**config.mk**
```make
export PLATFORM = sky130hd
export DESIGN_NAME = arith_expression_tokenizer_unit
export DESIGN_NICKNAME = d
export VERILOG_FILES = /design/src/rtl/aet_pkg.sv /design/src/rtl/aet_scan.sv /design/src/rtl/aet_outq.sv /design/src/rtl/arith_expression_tokenizer_unit.sv
export SDC_FILE = /design/constraint.sdc
export NUM_CORES = 1
export LEC_CHECK = 0
export ABC_AREA = 0
export BUFFER_PORTS_ARGS = -buffer_cell sky130_fd_sc_hd__buf_4
export CORE_MARGIN = 10
export CORE_UTILIZATION = 37
export CTS_CLUSTER_DIAMETER = 80
export DETAILED_ROUTE_END_ITERATION = 12
export SLEW_MARGIN = 0
export SYNTH_ARGS = -nofsm -noshare
export SYNTH_HDL_FRONTEND = slang
export SYNTH_SLANG_ARGS = --single-unit
```
**constraint.sdc**
```tcl
create_clock -name clk -period 8.93 [get_ports clk]
set_input_delay 0.4465 -clock clk [delete_from_list [all_inputs] [get_ports clk]]
set_output_delay 0.4465 -clock clk [all_outputs]
set_load 0.005 [all_outputs]
```
**src/rtl/aet_pkg.sv**
```systemverilog
// Shared definitions for the arithmetic expression tokenizer.
// Token kinds, character codes, default widths and the result control struct.
// No dependencies.
`default_nettype none

package aet_pkg;

	localparam int VALUE_BITS_DEF  = 32;
	localparam int LINE_BITS_DEF   = 24;
	localparam int COLUMN_BITS_DEF = 16;

	typedef enum logic [2:0] {
		KIND_END     = 3'd0,
		KIND_ADD     = 3'd1,
		KIND_SUB     = 3'd2,
		KIND_MULT    = 3'd3,
		KIND_DIV     = 3'd4,
		KIND_INTLIT  = 3'd5,
		KIND_INVALID = 3'd6
	} kind_t;

	localparam logic [7:0] CH_SPACE = 8'h20;
	localparam logic [7:0] CH_TAB   = 8'h09;
	localparam logic [7:0] CH_LF    = 8'h0A;
	localparam logic [7:0] CH_CR    = 8'h0D;
	localparam logic [7:0] CH_FF    = 8'h0C;
	localparam logic [7:0] CH_PLUS  = 8'h2B;
	localparam logic [7:0] CH_MINUS = 8'h2D;
	localparam logic [7:0] CH_STAR  = 8'h2A;
	localparam logic [7:0] CH_SLASH = 8'h2F;
	localparam logic [7:0] CH_ZERO  = 8'h30;
	localparam logic [7:0] CH_NINE  = 8'h39;

	// One queue entry: an optional literal ahead of a single token.
	typedef struct packed {
		logic  has_lit;
		logic  ovf;
		kind_t kind;
	} res_ctrl_t;

endpackage

`default_nettype wire

```
**src/rtl/aet_scan.sv**
```systemverilog
// Scanner stage: input register, literal accumulator and position counters.
// Produces at most one queue entry per byte. Depends on aet_pkg.
`default_nettype none

module aet_scan #(
	parameter int VALUE_BITS  = aet_pkg::VALUE_BITS_DEF,
	parameter int LINE_BITS   = aet_pkg::LINE_BITS_DEF,
	parameter int COLUMN_BITS = aet_pkg::COLUMN_BITS_DEF
) (
	input  wire logic                   clk,
	input  wire logic                   arst_n,
	input  wire logic                   in_valid,
	output logic                        in_stall,
	input  wire logic [7:0]             ch,
	input  wire logic                   end_of_input,
	input  wire logic                   go,
	output logic                        push,
	output aet_pkg::res_ctrl_t          res_ctrl,
	output logic [VALUE_BITS-1:0]       res_value,
	output logic [LINE_BITS-1:0]        res_line,
	output logic [COLUMN_BITS-1:0]      res_col
);

	localparam int PW = VALUE_BITS + 4;

	logic                   valid_s1;
	logic [7:0]             ch_s1;
	logic                   end_s1;

	logic                   in_lit_q;
	logic [VALUE_BITS-1:0]  acc_q;
	logic                   ovf_q;
	logic [LINE_BITS-1:0]   line_q;
	logic [COLUMN_BITS-1:0] col_q;

	logic                   in_lit_d;
	logic [VALUE_BITS-1:0]  acc_d;
	logic                   ovf_d;
	logic [LINE_BITS-1:0]   line_d;
	logic [COLUMN_BITS-1:0] col_d;

	logic                   consume;
	logic                   has_res;
	logic                   is_ws;
	logic                   is_num;
	logic [3:0]             digit;
	logic [PW-1:0]          prod;
	logic                   prod_ovf;
	aet_pkg::kind_t         tok_kind;

	assign in_stall = valid_s1 & ~go;
	assign consume  = valid_s1 & go;

	always_ff @(posedge clk or negedge arst_n) begin
		if (!arst_n) begin
			valid_s1 <= 1'b0;
		end else if (in_valid && !in_stall) begin
			valid_s1 <= 1'b1;
		end else if (consume) begin
			valid_s1 <= 1'b0;
		end
	end

	always_ff @(posedge clk) begin
		if (in_valid && !in_stall) begin
			ch_s1  <= ch;
			end_s1 <= end_of_input;
		end
	end

	always_comb begin
		is_ws    = ch_s1 inside {aet_pkg::CH_SPACE, aet_pkg::CH_TAB, aet_pkg::CH_LF,
			aet_pkg::CH_CR, aet_pkg::CH_FF};
		is_num   = ch_s1 inside {[aet_pkg::CH_ZERO:aet_pkg::CH_NINE]};
		digit    = 4'(ch_s1 - aet_pkg::CH_ZERO);
		prod     = ({4'b0, acc_q} << 3) + ({4'b0, acc_q} << 1) + PW'(digit);
		prod_ovf = |prod[PW-1:VALUE_BITS];

		case (ch_s1)
			aet_pkg::CH_PLUS:  tok_kind = aet_pkg::KIND_ADD;
			aet_pkg::CH_MINUS: tok_kind = aet_pkg::KIND_SUB;
			aet_pkg::CH_STAR:  tok_kind = aet_pkg::KIND_MULT;
			aet_pkg::CH_SLASH: tok_kind = aet_pkg::KIND_DIV;
			default:           tok_kind = aet_pkg::KIND_INVALID;
		endcase

		in_lit_d = in_lit_q;
		acc_d    = acc_q;
		ovf_d    = ovf_q;
		line_d   = line_q;
		col_d    = col_q;
		has_res  = 1'b0;
		res_ctrl = '{has_lit: in_lit_q, ovf: ovf_q, kind: tok_kind};

		if (end_s1) begin
			has_res       = 1'b1;
			res_ctrl.kind = aet_pkg::KIND_END;
			in_lit_d      = 1'b0;
			acc_d         = '0;
			ovf_d         = 1'b0;
		end else begin
			if (ch_s1 == aet_pkg::CH_LF) begin
				if (line_q != '1) begin
					line_d = line_q + LINE_BITS'(1);
				end
				col_d = COLUMN_BITS'(1);
			end else if (col_q != '1) begin
				col_d = col_q + COLUMN_BITS'(1);
			end

			if (is_ws) begin
				has_res = 1'b0;
			end else if (is_num) begin
				if (!in_lit_q) begin
					in_lit_d = 1'b1;
					acc_d    = VALUE_BITS'(digit);
					ovf_d    = 1'b0;
				end else if (ovf_q || prod_ovf) begin
					acc_d = '1;
					ovf_d = 1'b1;
				end else begin
					acc_d = prod[VALUE_BITS-1:0];
				end
			end else begin
				has_res  = 1'b1;
				in_lit_d = 1'b0;
				acc_d    = '0;
				ovf_d    = 1'b0;
			end
		end
	end

	assign push      = consume & has_res;
	assign res_value = acc_q;
	assign res_line  = line_d;
	assign res_col   = col_d;

	always_ff @(posedge clk or negedge arst_n) begin
		if (!arst_n) begin
			in_lit_q <= 1'b0;
			acc_q    <= '0;
			ovf_q    <= 1'b0;
			line_q   <= LINE_BITS'(1);
			col_q    <= COLUMN_BITS'(1);
		end else if (consume) begin
			in_lit_q <= in_lit_d;
			acc_q    <= acc_d;
			ovf_q    <= ovf_d;
			line_q   <= line_d;
			col_q    <= col_d;
		end
	end

`ifndef SYNTHESIS
	a_stall_needs_item: assert property (@(posedge clk) disable iff (!arst_n)
		in_stall |-> valid_s1)
		else $error("input stalled with empty stage");
	a_pos_nonzero: assert property (@(posedge clk) disable iff (!arst_n)
		line_q != '0 && col_q != '0)
		else $error("position counter reached zero");
	a_ovf_saturated: assert property (@(posedge clk) disable iff (!arst_n)
		ovf_q |-> (in_lit_q && acc_q == '1))
		else $error("overflow flag without saturated literal");
	a_end_clears: assert property (@(posedge clk) disable iff (!arst_n)
		(consume && end_s1) |=> !in_lit_q)
		else $error("literal still open after end mark");
`endif

endmodule

`default_nettype wire

```
**src/rtl/aet_outq.sv**
```systemverilog
// Result queue: two entries, each an optional literal followed by one token.
// Presents the literal then the token on the output channel. Depends on aet_pkg.
`default_nettype none

module aet_outq #(
	parameter int VALUE_BITS  = aet_pkg::VALUE_BITS_DEF,
	parameter int LINE_BITS   = aet_pkg::LINE_BITS_DEF,
	parameter int COLUMN_BITS = aet_pkg::COLUMN_BITS_DEF
) (
	input  wire logic                          clk,
	input  wire logic                          arst_n,
	input  wire logic                          push,
	input  wire aet_pkg::res_ctrl_t            res_ctrl,
	input  wire logic [VALUE_BITS-1:0]         res_value,
	input  wire logic [LINE_BITS-1:0]          res_line,
	input  wire logic [COLUMN_BITS-1:0]        res_col,
	output logic                               ready,
	output logic                               out_valid,
	input  wire logic                          out_stall,
	output logic [2:0]                         token_kind,
	output logic [VALUE_BITS-1:0]              literal_value,
	output logic                               overflowed,
	output logic [LINE_BITS-1:0]               line_at,
	output logic [COLUMN_BITS-1:0]             column_at,
	output logic                               last
);

	aet_pkg::res_ctrl_t     ctrl_q  [2];
	logic [VALUE_BITS-1:0]  value_q [2];
	logic [LINE_BITS-1:0]   line_q  [2];
	logic [COLUMN_BITS-1:0] col_q   [2];

	logic [1:0]             count_q;
	logic                   wr_q;
	logic                   rd_q;
	logic                   sub_q;

	aet_pkg::res_ctrl_t     head;
	logic                   show_lit;
	logic                   out_accept;
	logic                   pop;

	assign head       = ctrl_q[rd_q];
	assign show_lit   = head.has_lit & ~sub_q;
	assign out_valid  = count_q != 2'd0;
	assign out_accept = out_valid & ~out_stall;
	assign pop        = out_accept & ~show_lit;
	assign ready      = count_q != 2'd2;

	always_ff @(posedge clk or negedge arst_n) begin
		if (!arst_n) begin
			count_q <= 2'd0;
			wr_q    <= 1'b0;
			rd_q    <= 1'b0;
			sub_q   <= 1'b0;
		end else begin
			count_q <= count_q + {1'b0, push} - {1'b0, pop};
			if (push) begin
				wr_q <= ~wr_q;
			end
			if (pop) begin
				rd_q <= ~rd_q;
			end
			if (out_accept) begin
				sub_q <= show_lit;
			end
		end
	end

	always_ff @(posedge clk) begin
		if (push) begin
			ctrl_q[wr_q]  <= res_ctrl;
			value_q[wr_q] <= res_value;
			line_q[wr_q]  <= res_line;
			col_q[wr_q]   <= res_col;
		end
	end

	assign token_kind    = show_lit ? aet_pkg::KIND_INTLIT : head.kind;
	assign literal_value = show_lit ? value_q[rd_q] : '0;
	assign overflowed    = show_lit & head.ovf;
	assign line_at       = line_q[rd_q];
	assign column_at     = col_q[rd_q];
	assign last          = ~show_lit;

`ifndef SYNTHESIS
	a_count_bound: assert property (@(posedge clk) disable iff (!arst_n)
		count_q != 2'd3)
		else $error("result queue over capacity");
	a_sub_has_lit: assert property (@(posedge clk) disable iff (!arst_n)
		sub_q |-> (count_q != 2'd0 && head.has_lit))
		else $error("token phase without a delivered literal");
	a_first_is_lit: assert property (@(posedge clk) disable iff (!arst_n)
		(out_valid && !last) |-> token_kind == aet_pkg::KIND_INTLIT)
		else $error("non-final result is not a literal");
	a_no_push_full: assert property (@(posedge clk) disable iff (!arst_n)
		push |-> ready)
		else $error("push into full queue");
`endif

endmodule

`default_nettype wire

```
**src/rtl/arith_expression_tokenizer_unit.sv**
```systemverilog
// Top level of the arithmetic expression tokenizer.
// Instantiates aet_scan and aet_outq; depends on aet_pkg.
`default_nettype none

// One source byte (or an end mark) enters per transaction and a new byte can be
// taken every cycle while the result queue has room. The byte is registered,
// scanned and its results written as one entry into a two-entry result queue, so
// the input keeps moving while a result waits. A byte that ends a literal produces
// two results (literal, then its own token); whitespace and digits produce none.
// Sustained rate is one byte per cycle for single-result traffic when out_stall is
// low, set by the output port delivering one result per cycle. Results carry the
// line and column after the byte; last marks the final result of a byte.
module arith_expression_tokenizer_unit #(
	parameter int VALUE_BITS  = aet_pkg::VALUE_BITS_DEF,
	parameter int LINE_BITS   = aet_pkg::LINE_BITS_DEF,
	parameter int COLUMN_BITS = aet_pkg::COLUMN_BITS_DEF
) (
	input  wire logic                   clk,
	input  wire logic                   arst_n,
	input  wire logic                   in_valid,
	output logic                        in_stall,
	input  wire logic [7:0]             ch,
	input  wire logic                   end_of_input,
	output logic                        out_valid,
	input  wire logic                   out_stall,
	output logic [2:0]                  token_kind,
	output logic [VALUE_BITS-1:0]       literal_value,
	output logic                        overflowed,
	output logic [LINE_BITS-1:0]        line_at,
	output logic [COLUMN_BITS-1:0]      column_at,
	output logic                        last
);

	logic                   push;
	logic                   ready;
	aet_pkg::res_ctrl_t     res_ctrl;
	logic [VALUE_BITS-1:0]  res_value;
	logic [LINE_BITS-1:0]   res_line;
	logic [COLUMN_BITS-1:0] res_col;

	aet_scan #(
		.VALUE_BITS  (VALUE_BITS),
		.LINE_BITS   (LINE_BITS),
		.COLUMN_BITS (COLUMN_BITS)
	) u_scan (
		.clk          (clk),
		.arst_n       (arst_n),
		.in_valid     (in_valid),
		.in_stall     (in_stall),
		.ch           (ch),
		.end_of_input (end_of_input),
		.go           (ready),
		.push         (push),
		.res_ctrl     (res_ctrl),
		.res_value    (res_value),
		.res_line     (res_line),
		.res_col      (res_col)
	);

	aet_outq #(
		.VALUE_BITS  (VALUE_BITS),
		.LINE_BITS   (LINE_BITS),
		.COLUMN_BITS (COLUMN_BITS)
	) u_outq (
		.clk           (clk),
		.arst_n        (arst_n),
		.push          (push),
		.res_ctrl      (res_ctrl),
		.res_value     (res_value),
		.res_line      (res_line),
		.res_col       (res_col),
		.ready         (ready),
		.out_valid     (out_valid),
		.out_stall     (out_stall),
		.token_kind    (token_kind),
		.literal_value (literal_value),
		.overflowed    (overflowed),
		.line_at       (line_at),
		.column_at     (column_at),
		.last          (last)
	);

endmodule

`default_nettype wire

```
======== After elaboration in Yosys (flattened, before gate mapping) ========
Memories as Yosys holds them, arrays and structs flattened.
Index checks and enable logic that the tools add are counted.
storage, ports and cells
  memories ................................ 4
  output and inout bits ................... 79
  logic and storage cells ................. 92
  bits in registers ....................... 89
  bits in writable memories ............... 154
memory list
  name            depth  bits a word  read ports  clocked after Yosys merged registers in  write ports  line            RTL
  u_outq.value_q  2      32           1           0                                        1            aet_outq.sv:29  logic [VALUE_BITS-1:0] value_q [2];
  u_outq.line_q   2      24           1           0                                        1            aet_outq.sv:30  logic [LINE_BITS-1:0] line_q [2];
  u_outq.col_q    2      16           1           0                                        1            aet_outq.sv:31  logic [COLUMN_BITS-1:0] col_q [2];
  u_outq.ctrl_q   2      5            1           0                                        1            aet_outq.sv:28  aet_pkg::res_ctrl_t ctrl_q [2];
operators by class
  bitwise gates (word level) .............. 13
  magnitude comparators ................... 2
  equal/unequal tests ..................... 14
  reduce and logical (&&, ||, !) cells .... 10
  add/subtract/negate cells ............... 7
  mux-type cells .......................... 30
operator list
  kind                   number
  $mux 32                6
  $mux 24                3
  $mux 16                3
  $eq 8x6->1 const B     5
  $add 35x33->36         1
  $add 36x4->36          1
  $eq 8x4->1 const B     4
  $add 24x1->24 const B  1
  $ne 24x24->1 const B   1
  $add 16x1->16 const B  1
  $ne 16x16->1 const B   1
  $mux 1                 15
  $pmux 3 s4             1
  $ge 8x6->1 const B     1
  $le 8x6->1 const B     1
  $and 1x1->1            7
  $mux 3                 2
  $not 1->1              6
  $reduce_bool 5->1      1
  $ne 4x3->1 const B     1
  $reduce_bool 2->1      2
  $reduce_or 4->1        1
  $sub 4x1->4 const B    1
  $reduce_and 3->1       1
  other kinds (8)        9

======== Depth between registers and ports, before layout ========
  depth in word-level cells ............... 9
  gate-level depth with buffers ........... 15
  mapped depth without buffers ............ 13

======== Modules after synthesis ========
From an unflattened synthesis, not the netlist that was laid out.
second synthesis, totals
  cells, all modules ...................... 1103
  area, all modules ....................... 12737.2 um2
by module, submodules not included
  module    cells an instance  times used  area an instance (um2)
  aet_scan  799                1           6794.0
  aet_outq  304                1           5943.2

======== Least setup slack after synthesis ========
No wires, ideal clock.
  path kind ............................... register -> register
  from .................................... reg u_scan.ch_s1[1]
  to ...................................... mem u_outq.col_q[0][0] (netlist bit), enable pin
  buffers on the path ..................... 1
  arrival time ............................ 4648 ps
  cell stages (with the launch flop) ...... 7
  setup slack ............................. 3769 ps
  path through ............................ edfxtp_1 > nor3b_1 > and3_1 > clkbuf_1 > nor2_2 > nand3_1 > nor2_1
on the way
  longest elaborated chain between the ends .. 8
RTL lines
  element                                   line             RTL
  start, declared                           aet_scan.sv:27   logic [7:0] ch_s1;
  start signal, assigned                    aet_scan.sv:66   ch_s1 <= ch;
  $ge 8x6->1 or $le 8x6->1 (tied branches)  aet_scan.sv:74   is_num = ch_s1 inside {[aet_pkg::CH_ZERO:aet_pkg::CH_NINE]};
  $logic_and 1x1->1                         aet_scan.sv:74
  $mux 1                                    aet_scan.sv:113  end else if (is_num) begin
  $mux 1 *                                  aet_scan.sv:111  if (is_ws) begin
  $mux 1 *                                  aet_scan.sv:95   if (end_s1) begin
  $and 1x1->1 *                             aet_scan.sv:133  assign push = consume & has_res;
  $mux 1 *                                  aet_outq.sv:71   if (push) begin
  $mux 1 (not written as such) *            aet_outq.sv:75   col_q[wr_q] <= res_col;
  end, declared                             aet_outq.sv:31
Every way passes the cells marked *; elsewhere a longest branch is shown, timed or not.

======== Worst setup path in the final report ========
  from .................................... reg u_scan.ch_s1[3]
  to ...................................... reg u_scan.acc_q[7] (netlist: u_scan.res_value[7])
on the way
  longest elaborated chain between the ends .. 9
RTL lines
  element               line             RTL
  $sub 4x1->4           aet_scan.sv:75   digit = 4'(ch_s1 - aet_pkg::CH_ZERO);
  $add 36x4->36         aet_scan.sv:76   prod = ({4'b0, acc_q} << 3) + ({4'b0, acc_q} << 1) + PW'(digit);
  $reduce_or 4->1       aet_scan.sv:77   prod_ovf = |prod[PW-1:VALUE_BITS];
  $logic_or 1x1->1      aet_scan.sv:118  end else if (ovf_q || prod_ovf) begin
  $mux 32               aet_scan.sv:118
  $mux 32               aet_scan.sv:114  if (!in_lit_q) begin
  $mux 32               aet_scan.sv:113
  $mux 32               aet_scan.sv:111
  $mux 32               aet_scan.sv:95
  end signal, assigned  aet_scan.sv:141  acc_q <= '0;
  end signal, assigned  aet_scan.sv:147  acc_q <= acc_d;
  end, declared         aet_scan.sv:31   logic [VALUE_BITS-1:0] acc_q;
Parallel ways exist; a longest one is shown, timed or not. The select of a mux whose other input is x is not followed.
A chain may end at the register's enable or synchronous reset.

==> flow_metrics.tcl <==
set metrics [dict create \
    reg2reg_depth 13 \
    cts_resized 0 \
    min_period_ns 4.75 \
    final_layout_size_suffix_gt1_share_pct 19.5 \
    synth_top_area_share_pct 38.6 \
    synth_common_cells "edfxtp_1 (163), nand2_1 (119), nor2_1 (105), dfrtp_1 (78), ha_1 (67)" \
    clockRootBuffer "clkbuf_16" \
    yosysWarnings 0 \
    synth_compound_area_share_pct 11.0 \
    drt_iter0_drc 548 \
    hold_start "ch[6]" \
    drc_errors 0 \
    grt_pass1_vias 8612 \
    antenna_found_initial 0 \
    fmax_mhz 210 \
    dieArea_sq_um 42100 \
    fp.dieH_microns 205 \
    grt_use_met2_pct 23.4 \
    r2r-end "u_scan.res_value[7]" \
    muxShareOfSynthArea_pct 6.96 \
    dp.final_hpwl_microns 19900 \
    worstSkewPairLatency_ns 0.57 \
    worstMarginPinSlew_ns 1.01 \
    yosysMostFrequentCell "edfxtp_1" \
    via_count 8448 \
    clk_pin_slew_ns 0.07 \
    synth-seq-cells 243 \
    synth_area_leaders "edfxtp_1 (39%), dfrtp_1 (15%), ha_1 (6.6%)" \
    numPortBuffers 91 \
    grt.busiest_layer "met2" \
    placed_cells 1584 \
    end_kind "flip-flop" \
    slew_headroom_pct 32.8 \
    clock_sinks 243 \
    postSynthCellCount 1081 \
    area_delta_synth_final_pct 16.6 \
    initial_core_util_pct 37.7 \
    h-tree-depth 1 \
    setup_viol 0 \
    drv_cap 0 \
    grt_usage_pct 13.6 \
    netlist_area_sq_um 12700 \
    worstReg2RegStart "u_scan.ch_s1[3]" \
    grt_util_met3_pct 2.25 \
    seq_area_frac_synth_pct 54.4 \
    status "completed" \
    ir_drop_mv 0.169 \
    core_area_sq_um 33700 \
    syn_avg_cell_area_sq_um 11.7 \
    num_rows 67 \
    n_antenna_cell 0 \
    die_x_microns 205 \
    synth_fp_nets 1163 \
    final_antenna_net_count 0 \
    leakagePower_nw 6.27 \
    slew_viol_final 0 \
    rsz0062_at_grt "no" \
    crit_arrival_ns 5.14 \
    cts_setup_buffers 0 \
    postSynth.asyncResetShare_pct 32.9 \
    critPathMaxFanout 16 \
    grt_max_degree 74 \
    finalCritPeriodShare_pct 53.2 \
    route.final.wire_length_microns 29000 \
    synth_largest_area_cell "edfxtp_1" \
    whs_endpoint "u_scan.ch_s1[6]" \
    grt-ovfl-total 0 \
    finalNetCount 1249 \
    cts_tree "done" \
    whs_path_depth 1 \
    crit_path_start_kind "flip-flop" \
    avgRoutedWirePerCell_microns 17.7 \
    p_per_area_nw_per_um2 261 \
    synth-edff-count 163 \
    synth_top_family_by_area "simple AND/OR/NAND/NOR gates" \
    hold_class "in -> reg" \
    stdcell_count 1637 \
    synthXorXnorAreaFrac_pct 5.87 \
    clock_skew_ns 0.0335 \
    finalHoldViolCount 0 \
    synthAdderAreaFrac_pct 6.92 \
    drt-pass1-iter-count 5 \
    gp_congestion 0.893 \
    met1_usage_pct 17.5 \
    synthFlopType "edfxtp_1" \
    ios 92 \
    setup_tns_ns 0 \
    reg2reg_slack_ns 4.18 \
    vias_per_cell 5.16 \
    cts_hold_buf 1 \
    clock_path_buffers 3 \
    cp_data_required_time_ns 9.32 \
    criticalPathCategory "reg -> reg" \
    synth-simple-area-share_pct 12.7 \
    grt_pass1_wl_microns 46600 \
    cts_made_buffers 28 \
    synth.distinct_cells 79 \
]
==> cells in the final DEF, fill, tap and decap left out, drive strengths merged, types with 6 or more instances in the layout <==
cell,Yosys,layout
inv,19,19
buf,12,98
o31ai,7,7
nor2,106,106
o21ai,54,54
o211ai,28,28
and2,8,8
nand3,28,28
xor2,36,36
ha,67,67
nand2b,6,6
clkinv,0,10
clkbuf,31,35
a21oi,50,50
edfxtp,163,163
mux2,42,42
nor3,12,12
a21o,17,17
nand4,15,15
and3,13,13
nand2,122,122
dfrtp,78,78
mux2i,41,41
xnor2,49,49
==> cell type report <==
class / instances / area [sq um]
tap: 448 / 561
clock inverter: 17 / 235
sequential: 243 / 6900
timing repair buffer: 99 / 746
clock buffer: 35 / 747
inverter: 19 / 71.3
multi-input combinational: 776 / 5530
fill: 3134 / 18900
==> state kept, by name, indices dropped and copies added, names as in the netlist <==
name / flops
u_outq.value_q: 64
u_scan.res_value: 32
u_scan.valid_s1: 1
u_outq.sub_q: 1
u_scan.line_q: 24
u_scan.ch_s1: 8
u_outq.line_q: 48
u_scan.ovf_q: 1
u_scan.in_lit_q: 1
u_outq.col_q: 32
u_outq.rd_q: 1
u_scan.end_s1: 1
u_scan.col_q: 16
u_outq.wr_q: 1
u_outq.ctrl_q: 10
u_outq.count_q: 2
==> worst max-delay path, cell delays in order, from the launching register on <==
cell	delay [ns]
edfxtp_1	0.48
fa_1	0.54
inv_1	0.07
fa_1	0.45
nand2b_1	0.18
a21oi_1	0.22
o21ai_0	0.24
o21ai_1	0.41
or2_2	0.20
nand3_1	0.08
a211oi_2	0.46
or2_1	0.65
buf_4	0.39
o311ai_0	0.18
==> per-layer routing <==
metal,up-vias,part of all wire (%)
met5,-,0
met4,0,2.2
met3,44,4.5
met2,169,49
met1,4094,45
li1,4141,-
==> power by group <==
group / switching (mW) / internal [mW]
Sequential: 0.112 / 1.52
Combinational: 0.567 / 0.465
Clock: 0.465 / 0.738
Total: 1.14 / 2.72
==> through the flow <==
stage	area [sq um]	power (mW)	hold WS (ns)	worst slack, ns	utilization (%)
floorplan	12700	2.22	0.151	3.77	-
global placement	13800	2.71	0.275	4.24	40.9
detailed placement	13800	2.72	0.280	4.22	40.9
CTS	14800	3.94	0.0285	4.17	43.9
global route	14800	4.08	0.0298	3.85	43.9
finish	14800	3.86	0.0539	4.18	43.9
==> worst max path at each step <==
stage,startpoint,endpoint,slack (ns),cells past startpoint
after global routing,u_scan.end_s1,u_scan.res_value[7],3.85,11
final,u_scan.ch_s1[3],u_scan.res_value[7],4.18,13
after detailed placement,u_scan.ch_s1[4],u_scan.res_value[7],4.22,11
after CTS,u_scan.ch_s1[3],u_scan.res_value[7],4.17,13
after global placement,u_scan.ch_s1[4],u_scan.res_value[7],4.24,11
after floorplan,u_scan.ch_s1[1],u_outq.col_q[0][0],3.77,6
==> cell families (layout without fill, tap and decap cells) <==
| group | count (synthesis) | in the layout |
|---|---|---|
| AOI/OAI and AO/OA | 199 | 199 |
| DFF | 243 | 243 |
| muxes | 83 | 83 |
| xor gates and xnor gates | 85 | 85 |
| and+or+nand+nor | 340 | 340 |
| buffers and inverters | 62 | 170 |
| adders and majority gates | 69 | 69 |
No activity file was read; power rests on OpenSTA's default activity.
